===== src/rtl/pps_pkg.sv =====
package pps_pkg;

    localparam int SLOTS      = 16;
    localparam int SLOT_W     = (SLOTS > 1) ? $clog2(SLOTS) : 1;
    localparam int CNT_W      = $clog2(SLOTS + 1);
    localparam int ARR_W      = 16;
    localparam int BURST_W    = 16;
    localparam int PRIO_W     = 10;
    localparam int TIME_W     = 21;
    localparam int RAN_SLOT_W = 4;

    localparam logic [TIME_W-1:0] TIME_MAX = {TIME_W{1'b1}};

    localparam int S_DATA_W = 48;
    localparam int M_DATA_W = 96;

    localparam logic CMD_LOAD = 1'b0;
    localparam logic CMD_TICK = 1'b1;

    typedef enum logic [1:0] {
        ST_IDLE,
        ST_SCAN,
        ST_CALC,
        ST_EMIT
    } state_t;

    // best task seen so far, passed from cell to cell
    typedef struct packed {
        logic               found;
        logic [SLOT_W-1:0]  slot;
        logic [PRIO_W-1:0]  prio;
        logic [ARR_W-1:0]   arrival;
        logic [BURST_W-1:0] burst;
        logic [BURST_W-1:0] remaining;
    } cand_t;

    // broadcast from the controller to every cell
    typedef struct packed {
        logic               load_en;
        logic [ARR_W-1:0]   arrival;
        logic [BURST_W-1:0] burst;
        logic [PRIO_W-1:0]  prio;
        logic               dec_en;
        logic [SLOT_W-1:0]  dec_slot;
        logic [CNT_W-1:0]   slot_count;
        logic [TIME_W-1:0]  cur_time;
    } cell_ctl_t;

endpackage


===== src/rtl/preemptive_priority_scheduler_core.sv =====
// Load transfer: accepted only in the idle state, produces no result.
// Tick transfer: the sequencer steps through scan, calc and emit, and the result is registered
// for output in emit. One tick at a time: no new transfer is taken until that result is
// registered. The scan walks the candidate along the row of task cells, one cell per cycle.
// Reset (aresetn low, synchronous) empties the task table, clears time and done counts and
// drops any pending result; the task fields held in the cells are not cleared.
module preemptive_priority_scheduler_core (
    input  logic                          aclk,
    input  logic                          aresetn,
    input  logic                          s_axis_tvalid,
    output logic                          s_axis_tready,
    // [15:0] arrival_time, [31:16] burst_length, [41:32] task_priority, rest zero
    input  logic [pps_pkg::S_DATA_W-1:0]  s_axis_tdata,
    // [0] cmd
    input  logic                          s_axis_tuser,
    output logic                          m_axis_tvalid,
    input  logic                          m_axis_tready,
    // [3:0] ran_slot, [4] finished, [25:5] completion_time, [46:26] turnaround,
    // [67:47] waiting, [68] all_done, [89:69] tick_time, rest zero
    output logic [pps_pkg::M_DATA_W-1:0]  m_axis_tdata,
    // [0] ran_valid
    output logic                          m_axis_tuser
);
    import pps_pkg::*;

    state_t state_reg, state_next;

    logic [SLOT_W-1:0]  scan_cnt_reg, scan_cnt_next;
    logic [CNT_W-1:0]   slot_count_reg, slot_count_next;
    logic [CNT_W-1:0]   done_count_reg, done_count_next;
    logic [TIME_W-1:0]  time_reg, time_next;

    logic               found_reg;
    logic [SLOT_W-1:0]  slot_reg;
    logic               fin_reg;
    logic [TIME_W-1:0]  ct_reg;
    logic [TIME_W-1:0]  tat_reg;
    logic [BURST_W-1:0] burst_reg;

    logic                m_valid_reg, m_valid_next;
    logic [M_DATA_W-1:0] m_data_reg;
    logic                m_user_reg;

    cell_ctl_t ctl;
    cand_t     best;

    logic s_fire;
    logic out_free;
    logic do_load;
    logic do_emit;
    logic dec_en;
    logic calc_fin;
    logic [TIME_W-1:0] calc_ct;
    logic [TIME_W-1:0] wt;
    logic [SLOT_W+RAN_SLOT_W-1:0] slot_ext;
    logic [RAN_SLOT_W-1:0] ran_slot;
    logic [TIME_W-1:0] ct_o, tat_o, wt_o;
    logic all_done;

    assign s_fire   = s_axis_tvalid && s_axis_tready;
    assign out_free = !m_valid_reg || m_axis_tready;
    assign do_load  = s_fire && (s_axis_tuser == CMD_LOAD) && (slot_count_reg < CNT_W'(SLOTS));

    // next state
    always_comb begin
        state_next = state_reg;
        unique case (state_reg)
            ST_IDLE: if (s_fire && (s_axis_tuser == CMD_TICK)) state_next = ST_SCAN;
            ST_SCAN: if (scan_cnt_reg == SLOT_W'(SLOTS - 1)) state_next = ST_CALC;
            ST_CALC: state_next = ST_EMIT;
            ST_EMIT: if (out_free) state_next = ST_IDLE;
            default: state_next = ST_IDLE;
        endcase
    end

    // outputs of the sequencer
    always_comb begin
        s_axis_tready = 1'b0;
        dec_en        = 1'b0;
        do_emit       = 1'b0;
        unique case (state_reg)
            ST_IDLE: s_axis_tready = 1'b1;
            ST_SCAN: ;
            ST_CALC: dec_en = best.found;
            ST_EMIT: do_emit = out_free;
            default: ;
        endcase
    end

    always_comb begin
        ctl.load_en    = do_load;
        ctl.arrival    = s_axis_tdata[15:0];
        ctl.burst      = s_axis_tdata[31:16];
        ctl.prio       = s_axis_tdata[41:32];
        ctl.dec_en     = dec_en;
        ctl.dec_slot   = best.slot;
        ctl.slot_count = slot_count_reg;
        ctl.cur_time   = time_reg;
    end

    pps_chain u_chain (
        .aclk    (aclk),
        .aresetn (aresetn),
        .ctl     (ctl),
        .best    (best)
    );

    assign calc_fin = best.found && (best.remaining == BURST_W'(1));
    assign calc_ct  = (time_reg == TIME_MAX) ? TIME_MAX : time_reg + TIME_W'(1);

    always_comb begin
        scan_cnt_next   = (state_reg == ST_SCAN) ? scan_cnt_reg + SLOT_W'(1) : '0;
        slot_count_next = slot_count_reg + CNT_W'(do_load);
        done_count_next = done_count_reg;
        if (do_load && (s_axis_tdata[31:16] == '0)) begin
            // zero burst is done at load
            done_count_next = done_count_reg + CNT_W'(1);
        end else if ((state_reg == ST_CALC) && calc_fin) begin
            done_count_next = done_count_reg + CNT_W'(1);
        end
        time_next = time_reg;
        if (do_emit && (time_reg != TIME_MAX)) begin
            time_next = time_reg + TIME_W'(1);
        end
        m_valid_next = m_valid_reg;
        if (do_emit) begin
            m_valid_next = 1'b1;
        end else if (m_axis_tready) begin
            m_valid_next = 1'b0;
        end
    end

    always_ff @(posedge aclk) begin
        if (!aresetn) begin
            state_reg      <= ST_IDLE;
            scan_cnt_reg   <= '0;
            slot_count_reg <= '0;
            done_count_reg <= '0;
            time_reg       <= '0;
            m_valid_reg    <= 1'b0;
        end else begin
            state_reg      <= state_next;
            scan_cnt_reg   <= scan_cnt_next;
            slot_count_reg <= slot_count_next;
            done_count_reg <= done_count_next;
            time_reg       <= time_next;
            m_valid_reg    <= m_valid_next;
        end
    end

    // winner snapshot, first half of the timing math
    always_ff @(posedge aclk) begin
        if (state_reg == ST_CALC) begin
            found_reg <= best.found;
            slot_reg  <= best.slot;
            fin_reg   <= calc_fin;
            ct_reg    <= calc_ct;
            tat_reg   <= calc_ct - TIME_W'(best.arrival);
            burst_reg <= best.burst;
        end
    end

    // waiting floors at zero once completion time has saturated
    assign wt = (tat_reg >= TIME_W'(burst_reg)) ? tat_reg - TIME_W'(burst_reg) : '0;

    assign slot_ext = {RAN_SLOT_W'(0), slot_reg};
    assign ran_slot = found_reg ? slot_ext[RAN_SLOT_W-1:0] : '0;
    assign ct_o     = fin_reg ? ct_reg : '0;
    assign tat_o    = fin_reg ? tat_reg : '0;
    assign wt_o     = fin_reg ? wt : '0;
    assign all_done = done_count_reg == slot_count_reg;

    always_ff @(posedge aclk) begin
        if (do_emit) begin
            m_user_reg <= found_reg;
            m_data_reg <= {6'd0, time_reg, all_done, wt_o, tat_o, ct_o, fin_reg, ran_slot};
        end
    end

    assign m_axis_tvalid = m_valid_reg;
    assign m_axis_tdata  = m_data_reg;
    assign m_axis_tuser  = m_user_reg;

    a_done_bounded: assert property (@(posedge aclk) disable iff (!aresetn)
        done_count_reg <= slot_count_reg)
        else $error("more tasks done than loaded");

    a_winner_loaded: assert property (@(posedge aclk) disable iff (!aresetn)
        (state_reg == ST_CALC) && best.found |-> CNT_W'(best.slot) < slot_count_reg)
        else $error("winner slot beyond loaded tasks");

    a_fin_counted: assert property (@(posedge aclk) disable iff (!aresetn)
        (state_reg == ST_CALC) && calc_fin |=> done_count_reg == $past(done_count_reg) + CNT_W'(1))
        else $error("finished task not counted");

    a_time_hold: assert property (@(posedge aclk) disable iff (!aresetn)
        !do_emit |=> time_reg == $past(time_reg))
        else $error("time moved outside a tick result");

endmodule


===== src/rtl/pps_cell.sv =====
module pps_cell (
    input  logic                      aclk,
    input  logic                      aresetn,
    input  logic [pps_pkg::SLOT_W-1:0] cell_idx,
    input  pps_pkg::cell_ctl_t        ctl,
    input  pps_pkg::cand_t            cand_in,
    output pps_pkg::cand_t            cand_out
);
    import pps_pkg::*;

    logic [ARR_W-1:0]   arrival_reg;
    logic [BURST_W-1:0] burst_reg;
    logic [PRIO_W-1:0]  prio_reg;
    logic [BURST_W-1:0] remaining_reg;
    cand_t              cand_reg;
    cand_t              cand_next;
    cand_t              own;
    logic               here;
    logic               eligible;
    logic               better;

    assign here = CNT_W'(cell_idx) == ctl.slot_count;

    assign eligible = (CNT_W'(cell_idx) < ctl.slot_count)
                    && (TIME_W'(arrival_reg) <= ctl.cur_time)
                    && (remaining_reg != '0);

    // strict compare keeps the earlier slot on equal priority
    assign better = eligible && (!cand_in.found || (prio_reg < cand_in.prio));

    always_comb begin
        own.found     = 1'b1;
        own.slot      = cell_idx;
        own.prio      = prio_reg;
        own.arrival   = arrival_reg;
        own.burst     = burst_reg;
        own.remaining = remaining_reg;
        cand_next     = better ? own : cand_in;
    end

    always_ff @(posedge aclk) begin
        if (ctl.load_en && here) begin
            arrival_reg   <= ctl.arrival;
            burst_reg     <= ctl.burst;
            prio_reg      <= ctl.prio;
            remaining_reg <= ctl.burst;
        end else if (ctl.dec_en && (ctl.dec_slot == cell_idx)) begin
            remaining_reg <= remaining_reg - BURST_W'(1);
        end
    end

    always_ff @(posedge aclk) begin
        if (!aresetn) begin
            cand_reg <= '0;
        end else begin
            cand_reg <= cand_next;
        end
    end

    assign cand_out = cand_reg;

endmodule


===== src/rtl/pps_chain.sv =====
module pps_chain (
    input  logic               aclk,
    input  logic               aresetn,
    input  pps_pkg::cell_ctl_t ctl,
    output pps_pkg::cand_t     best
);
    import pps_pkg::*;

    cand_t link [SLOTS+1];

    assign link[0] = '0;

    for (genvar i = 0; i < SLOTS; i++) begin : g_cell
        pps_cell u_cell (
            .aclk     (aclk),
            .aresetn  (aresetn),
            .cell_idx (SLOT_W'(i)),
            .ctl      (ctl),
            .cand_in  (link[i]),
            .cand_out (link[i+1])
        );
    end

    assign best = link[SLOTS];

endmodule


===== config.mk =====
export PLATFORM = sky130hd
export DESIGN_NAME = preemptive_priority_scheduler_core
export DESIGN_NICKNAME = d
export VERILOG_FILES = /design/src/rtl/pps_pkg.sv /design/src/rtl/preemptive_priority_scheduler_core.sv /design/src/rtl/pps_cell.sv /design/src/rtl/pps_chain.sv
export SDC_FILE = /design/constraint.sdc
export NUM_CORES = 2
export LEC_CHECK = 0
export ABC_AREA = 1
export ABC_CLOCK_PERIOD_IN_PS = 4400
export BUFFER_PORTS_ARGS = -buffer_cell sky130_fd_sc_hd__buf_4
export CAP_MARGIN = 30
export CORE_ASPECT_RATIO = 0.5
export CORE_MARGIN = 5
export CORE_UTILIZATION = 55
export CTS_BUF_LIST = sky130_fd_sc_hd__clkbuf_4
export DETAILED_ROUTE_END_ITERATION = 16
export GPL_TIMING_DRIVEN = 0
export PLACE_DENSITY = 0.78
export SYNTH_ARGS = -nofsm -noshare
export SYNTH_HDL_FRONTEND = slang
export SYNTH_HIERARCHICAL = 1
export SYNTH_SLANG_ARGS = --single-unit

===== constraint.sdc =====
create_clock -name aclk -period 4.4 [get_ports aclk]
set_input_delay 0.44 -clock aclk [delete_from_list [all_inputs] [get_ports aclk]]
set_output_delay 0.44 -clock aclk [all_outputs]
set_load 0.05 [all_outputs]

# Word-level counts from Yosys, hierarchy flattened
# Cells that the tools add are included.
dict set report word_totals {
  word_cells 539
  reg_bits 2119
  inputBits 53
  out_inout_bits 99
  romBits 0
  mem_count 0
  latchBits 0
  mem_bits_rw 0
}
dict set report op_classes {
  n_div 0
  shift 0
  addsub 22
  n_reduce_logical 175
  muxes 60
  n_lt_le_gt_ge 49
  multipliers 0
  n_eq_ne 41
  bitwise_logic 2
}
# op count
set op_table {}
lappend op_table {{$mux 63} 16}
lappend op_table {{$mux 16} 32}
lappend op_table {{$le 16x21->1} 16}
lappend op_table {{$reduce_bool 16->1} 16}
lappend op_table {{$sub 16x1->16 const B} 16}
lappend op_table {{$lt 10x10->1} 15}
lappend op_table {{$logic_and 1x1->1} 87}
lappend op_table {{$sub 21x16->21} 2}
lappend op_table {{$eq 4x5->1 const A} 8}
lappend op_table {{$lt 4x5->1 const A} 8}
lappend op_table {{$eq 4x4->1 const B} 9}
lappend op_table {{$reduce_bool 2->1} 18}
lappend op_table {{$reduce_or 2->1} 14}
lappend op_table {{$add 21x1->21 const B} 1}
lappend op_table {{$eq 21x21->1 const B} 1}
lappend op_table {{$ge 21x16->1} 1}
lappend op_table {{$mux 21} 1}
lappend op_table {{$ne 21x21->1 const B} 1}
lappend op_table {{$eq 3x5->1 const A} 4}
lappend op_table {{$lt 3x5->1 const A} 4}
lappend op_table {{$eq 16x1->1 const B} 1}
lappend op_table {{$eq 4x3->1 const B} 4}
lappend op_table {{$logic_not 1->1} 16}
lappend op_table {{$logic_not 16->1} 1}
lappend op_table {{25 further kinds} 57}

# Longest topological paths before layout
dict set report logic_depth {
  depth_word 7
  depth_mapped 22
  depth_no_buf 21
}

# Hierarchy
# The synthesis kept the hierarchy.
# mod n_inst cells_per_inst area_per_inst_um2 seq_area_each_um2
set by_module_without_submodules {}
lappend by_module_without_submodules {{pps_cell (u_chain.g_cell[0].u_cell ...)} 15 826 6303.5 3002.9}
lappend by_module_without_submodules {preemptive_priority_scheduler_core 1 1026 9721.8 5415.2}
lappend by_module_without_submodules {{pps_cell (u_chain.g_cell[9].u_cell)} 1 827 6293.5 3002.9}
lappend by_module_without_submodules {pps_chain 1 2 7.5 0.0}

# Worst setup path before layout
# OpenSTA, ideal clock, no wires.
dict set report synth_path {
  path_kind {register to register}
  startpoint {reg state_reg[0]}
  endpoint {reg u_chain.g_cell[11].u_cell.remaining_reg[0], enable pin}
  period_less_slack_ns 4.801
  path_slack_ns -0.401
  t_required_ns 3.964
  setup_ns 0.436
  path_stages_with_launch 7
  n_path_buf 0
  t_arrival_ns 4.365
  path_cell_list {dfxtp_1 > inv_1 > ha_1 > nand2_1 > inv_1 > o21ai_0 > o41ai_1}
}
dict set report synth_via {
  word_cells_on_any_way 10
  cone_classes {1 x eq/ne; 2 x mux; 7 x reduce/logical}
}
# item line_no
set synth_lines {}
lappend synth_lines {{start: declaration} preemptive_priority_scheduler_core.sv:26} ;# state_t state_reg, state_next;
lappend synth_lines {{start signal: assignment} preemptive_priority_scheduler_core.sv:142} ;# state_reg <= state_next;
lappend synth_lines {{$eq 2x2->1} preemptive_priority_scheduler_core.sv:81} ;# unique case (state_reg)
lappend synth_lines {{$mux 1} preemptive_priority_scheduler_core.sv:81}
lappend synth_lines {{via dec_en} preemptive_priority_scheduler_core.sv:51} ;# logic dec_en;
lappend synth_lines {{$logic_and 1x1->1} pps_cell.sv:47} ;# end else if (ctl.dec_en && (ctl.dec_slot == cell_idx)) begin
lappend synth_lines {{$reduce_bool 2->1 (no source line)} -}
lappend synth_lines {{end signal: assignment} pps_cell.sv:46} ;# remaining_reg <= ctl.burst;
lappend synth_lines {{end signal: assignment} pps_cell.sv:48} ;# remaining_reg <= remaining_reg - BURST_W'(1);
lappend synth_lines {{end: declaration} pps_cell.sv:14} ;# logic [BURST_W-1:0] remaining_reg;
# The timed path passes the listed nets, and every way through them passes these cells.
# A chain may end at the register's enable or synchronous reset.

# Final worst setup path
dict set report layout_path {
  startpoint {reg time_reg[0]}
  endpoint {reg tat_reg[20], data pin}
}
dict set report layout_via {
  elab_chain_cells 3
  word_cells_on_any_way 4
  cone_classes {2 x add/sub; 1 x eq/ne; 1 x mux}
}
# item line_no
set layout_rtl {}
lappend layout_rtl {{start: declaration} preemptive_priority_scheduler_core.sv:31} ;# logic [TIME_W-1:0] time_reg, time_next;
lappend layout_rtl {{start signal: assignment} preemptive_priority_scheduler_core.sv:146} ;# time_reg <= time_next;
lappend layout_rtl {{$add 21x1->21 / $eq 21x21->1 (equally long branches)} preemptive_priority_scheduler_core.sv:109} ;# assign calc_ct = (time_reg == TIME_MAX) ? TIME_MAX : time_reg + TIME_W'(1);
lappend layout_rtl {{$mux 21 (*)} preemptive_priority_scheduler_core.sv:109}
lappend layout_rtl {{$sub 21x16->21 (*)} preemptive_priority_scheduler_core.sv:158} ;# tat_reg <= calc_ct - TIME_W'(best.arrival);
lappend layout_rtl {{end signal: assignment} preemptive_priority_scheduler_core.sv:158}
lappend layout_rtl {{end: declaration} preemptive_priority_scheduler_core.sv:37} ;# logic [TIME_W-1:0] tat_reg;
# Mark *: on every way between the ends. The rest lies on a longest branch, timed or not.

==> metrics.md <==
| Metric | Value |
|---|---|
| Status | `complete, no violations` |
| Synth warn | `6` |
| Largest register FFs | `998` |
| Min-delay src | `s_axis_tdata[9]` |
| FF-to-FF End | `tat_reg[20]$_DFFE_PP_` |
| Share of layout cells above drive strength 1 | `10.7%` |
| Worst Hold Depth | `2` |
| Cells on worst reg2reg path | `23` |
| # IOs | `152` |
| Fin. max-slew vios | `0` |
| Achievable Freq | `235 MHz` |
| Final hold violations | `0` |
| Setup CP Type | `reg -> reg` |
| Filler cell count | `16900` |
| Leakage power | `59.7 nW` |
| Layout area overhead | `12.1%` |
| Die ar. | `0.210 sq mm` |
| WL/cell | `17.6 microns` |
| Clk Latency, worst-skew pair | `1290 ps` |
| Worst Setup Start Kind | `register` |
| CP cell instances | `buf_12, ha_1, nand3_2, inv_2, nand2_4, nor2_4, nand2_4, clkinv_4, buf_2, nor2_1, ha_1, inv_1, fa_1, nand3_1, nand2_1, nand2_1, nand2_1, nand2_1, nand2_1, nor2_1, nand3_1, nand2_1, nand2_1` |
| Remaining routing DRC violations | `0` |
| CTS sink cnt | `2119` |
| CP Max Fanout | `20` |
| Final ANT Viol Nets | `0` |
| Initial DRC count | `11900` |
| Mapped Cells | `14200` |
| DP HPWL | `221000 microns` |
| Die X | `643 microns` |
| Post-CTS setup buffer count | `0` |
| Sw Share | `34.7%` |
| Final min period | `4250 ps` |
| First-pass GRT wire length | `485000 microns` |
| Sequential power share | `44.1%` |
| Initial antenna violation count | `15` |
| Reg clk slew, reported paths | `80 ps` |
| Dpl cell area | `0.117 sq mm` |
| Fin worst setup slack | `146 ps` |
| Vias in the first global route | `89300` |
| Slack of the worst reg-to-reg path | `150 ps` |
| RSZ-0062 raised after global routing | `false` |
| Final Net Count | `15700` |
| Overall power | `54.2 mW` |
| Worst Path Required | `5370 ps` |
| Arrival @ worst endpoint | `5220 ps` |
| Crit path launch | `time_reg[0]$_SDFFE_PN0P_` |
| Pre-CTS WS | `287 ps` |
| Max cap viols | `0` |
| CTS Buffer Depth | `4` |
| Drt via density | `5.23` |
| Logic gate share of total power | `26.3%` |
| Cell Area, Synth | `0.110 sq mm` |
| IO Port Bufs | `139` |
| Most used cell, CP | `nand2_1` |
| Slew HR | `21.7%` |
| Clock share of power | `29.6%` |
| Hold EP | `u_chain/g_cell[1].u_cell/arrival_reg[9]$_DFFE_PP_` |
| Worst min-delay path category | `in -> reg` |
| Clock root cell | `clkbuf_4` |
| Internal | `35.4 mW` |
| Routability cong. | `0.933` |
| Tcrit/Tclk final | `96.7%` |
| Initial core utilization | `55.2%` |
| Overall routing resource usage | `29.4%` |
| Worst vdd ir | `0.000274 V` |
| Largest net degree at the start of global routing | `75` |
| R2r startpoint | `time_reg[0]$_SDFFE_PN0P_` |
| Detailed Route WL | `320000 microns` |
| CP Capture Type | `register` |
| CP max stage cell | `fa_1` |
| Final setup fails | `0` |
| DRT Pass-1 Iters | `6` |
| NetSw | `18.8 mW` |
| Non-Filler Instances | `18200` |
| H-tree Lvls | `5` |
| Post-Place Cells | `17200` |
| Power per cell area | `439 mW/mm^2` |
| Average cell area after synthesis | `7.77 sq um` |
| Worst slew pin tran | `1180 ps` |
| CTS tree | `built` |
| Setup Skew | `109 ps` |
| PostCTS Resize Cnt | `0` |
| Final Util | `61.9%` |
| Post-route cell area | `0.123 sq mm` |
| Core ar. | `0.200 sq mm` |
| Cts bufs inserted | `473` |
| Chip height | `326 microns` |
| DR vias | `95000` |
| Grt total ovfl | `0` |
| Critical Path Max Stage Delay | `430 ps` |
| Cell row count | `116` |
layout make-up:
class,instances,area [sq um],share of cell area [%]
clock inverter,153,838,0.679
antenna,5,12.5,0.0101
inverter,3757,14200,11.5
multi-input combinational,7947,40600,32.9
timing repair buffer,243,2510,2.03
tap,2655,3320,2.69
clock buffer,733,5500,4.46
sequential,2119,53300,43.2
buffer,563,3260,2.64
power groups by stage:
| stage | clock network, mW | registers (mW) | logic (mW) |
|---|---|---|---|
| floorplan | 0 | 24.2 | 9.42 |
| global placement | 0 | 24.5 | 13.1 |
| detailed placement | 0 | 24.4 | 13.8 |
| CTS | 16.3 | 23.9 | 13.9 |
| global route | 17.4 | 24.1 | 15.8 |
| finish | 16.0 | 23.9 | 14.3 |
what timing repair did:
action | in CTS | in global routing
hold endpoints to repair | 981 | 0
setup endpoints to repair | 0 | 0
hold buffers | 49 | 0
worst max-delay path, delay by kind of cell (launching register included):
family        cells  cell delay (ps)
simple gates     15             1850
flops             1              420
buf+inv           5              680
fa+ha+maj         3              980
through the flow:
stage,setup TNS [ps],hold WS [ps]
finish,0,149
global route,0,72.0
CTS,0,23.4
detailed placement,0,389
global placement,-7856170,388
floorplan,0,386
routing by layer:
layer | track usage [%] | up-vias | wire length [microns]
met5 | 0 | - | 27
met4 | 14.7 | 4 | 15800
met3 | 7.45 | 985 | 37300
met2 | 45.4 | 4961 | 140000
met1 | 38.4 | 43400 | 127000
li1 | - | 45700 | -
cells in the final DEF (no fill, tap or decap), types with 19 or more instances in the layout:
| cell | count |
|---|---|
| inv_1 | 3671 |
| nand2_1 | 3169 |
| nor2_1 | 1605 |
| nand4_1 | 1100 |
| edfxtp_1 | 1083 |
| dfxtp_1 | 1007 |
| clkbuf_4 | 733 |
| ha_1 | 520 |
| a21oi_1 | 356 |
| buf_2 | 298 |
| o21ai_0 | 250 |
| conb_1 | 214 |
| nand3_1 | 171 |
| clkbuf_1 | 157 |
| buf_4 | 146 |
| xor2_1 | 138 |
| buf_6 | 120 |
| clkinv_1 | 120 |
| a31oi_1 | 87 |
| inv_2 | 71 |
| dlygate4sd3_1 | 49 |
| or2_2 | 44 |
| nor3_1 | 41 |
| nand2_2 | 39 |
| dfxtp_2 | 27 |
| buf_12 | 26 |
| nor2_2 | 25 |
| o21ai_1 | 23 |
| a21o_1 | 21 |
| nor4_1 | 19 |
worst max path at each step:
stage	endpoint	slack (ps)	cells past startpoint
after floorplan	u_chain/g_cell[0].u_cell/remaining_reg[0]$_DFFE_PP_	80	9
after global placement	u_chain/g_cell[14].u_cell/remaining_reg[0]$_DFFE_PP_	-7530	6
after detailed placement	tat_reg[20]$_DFFE_PP_	290	23
after CTS	tat_reg[20]$_DFFE_PP_	270	23
after global routing	tat_reg[20]$_DFFE_PP_	20	23
final	tat_reg[20]$_DFFE_PP_	150	23
No activity file was read; power rests on OpenSTA's default activity.
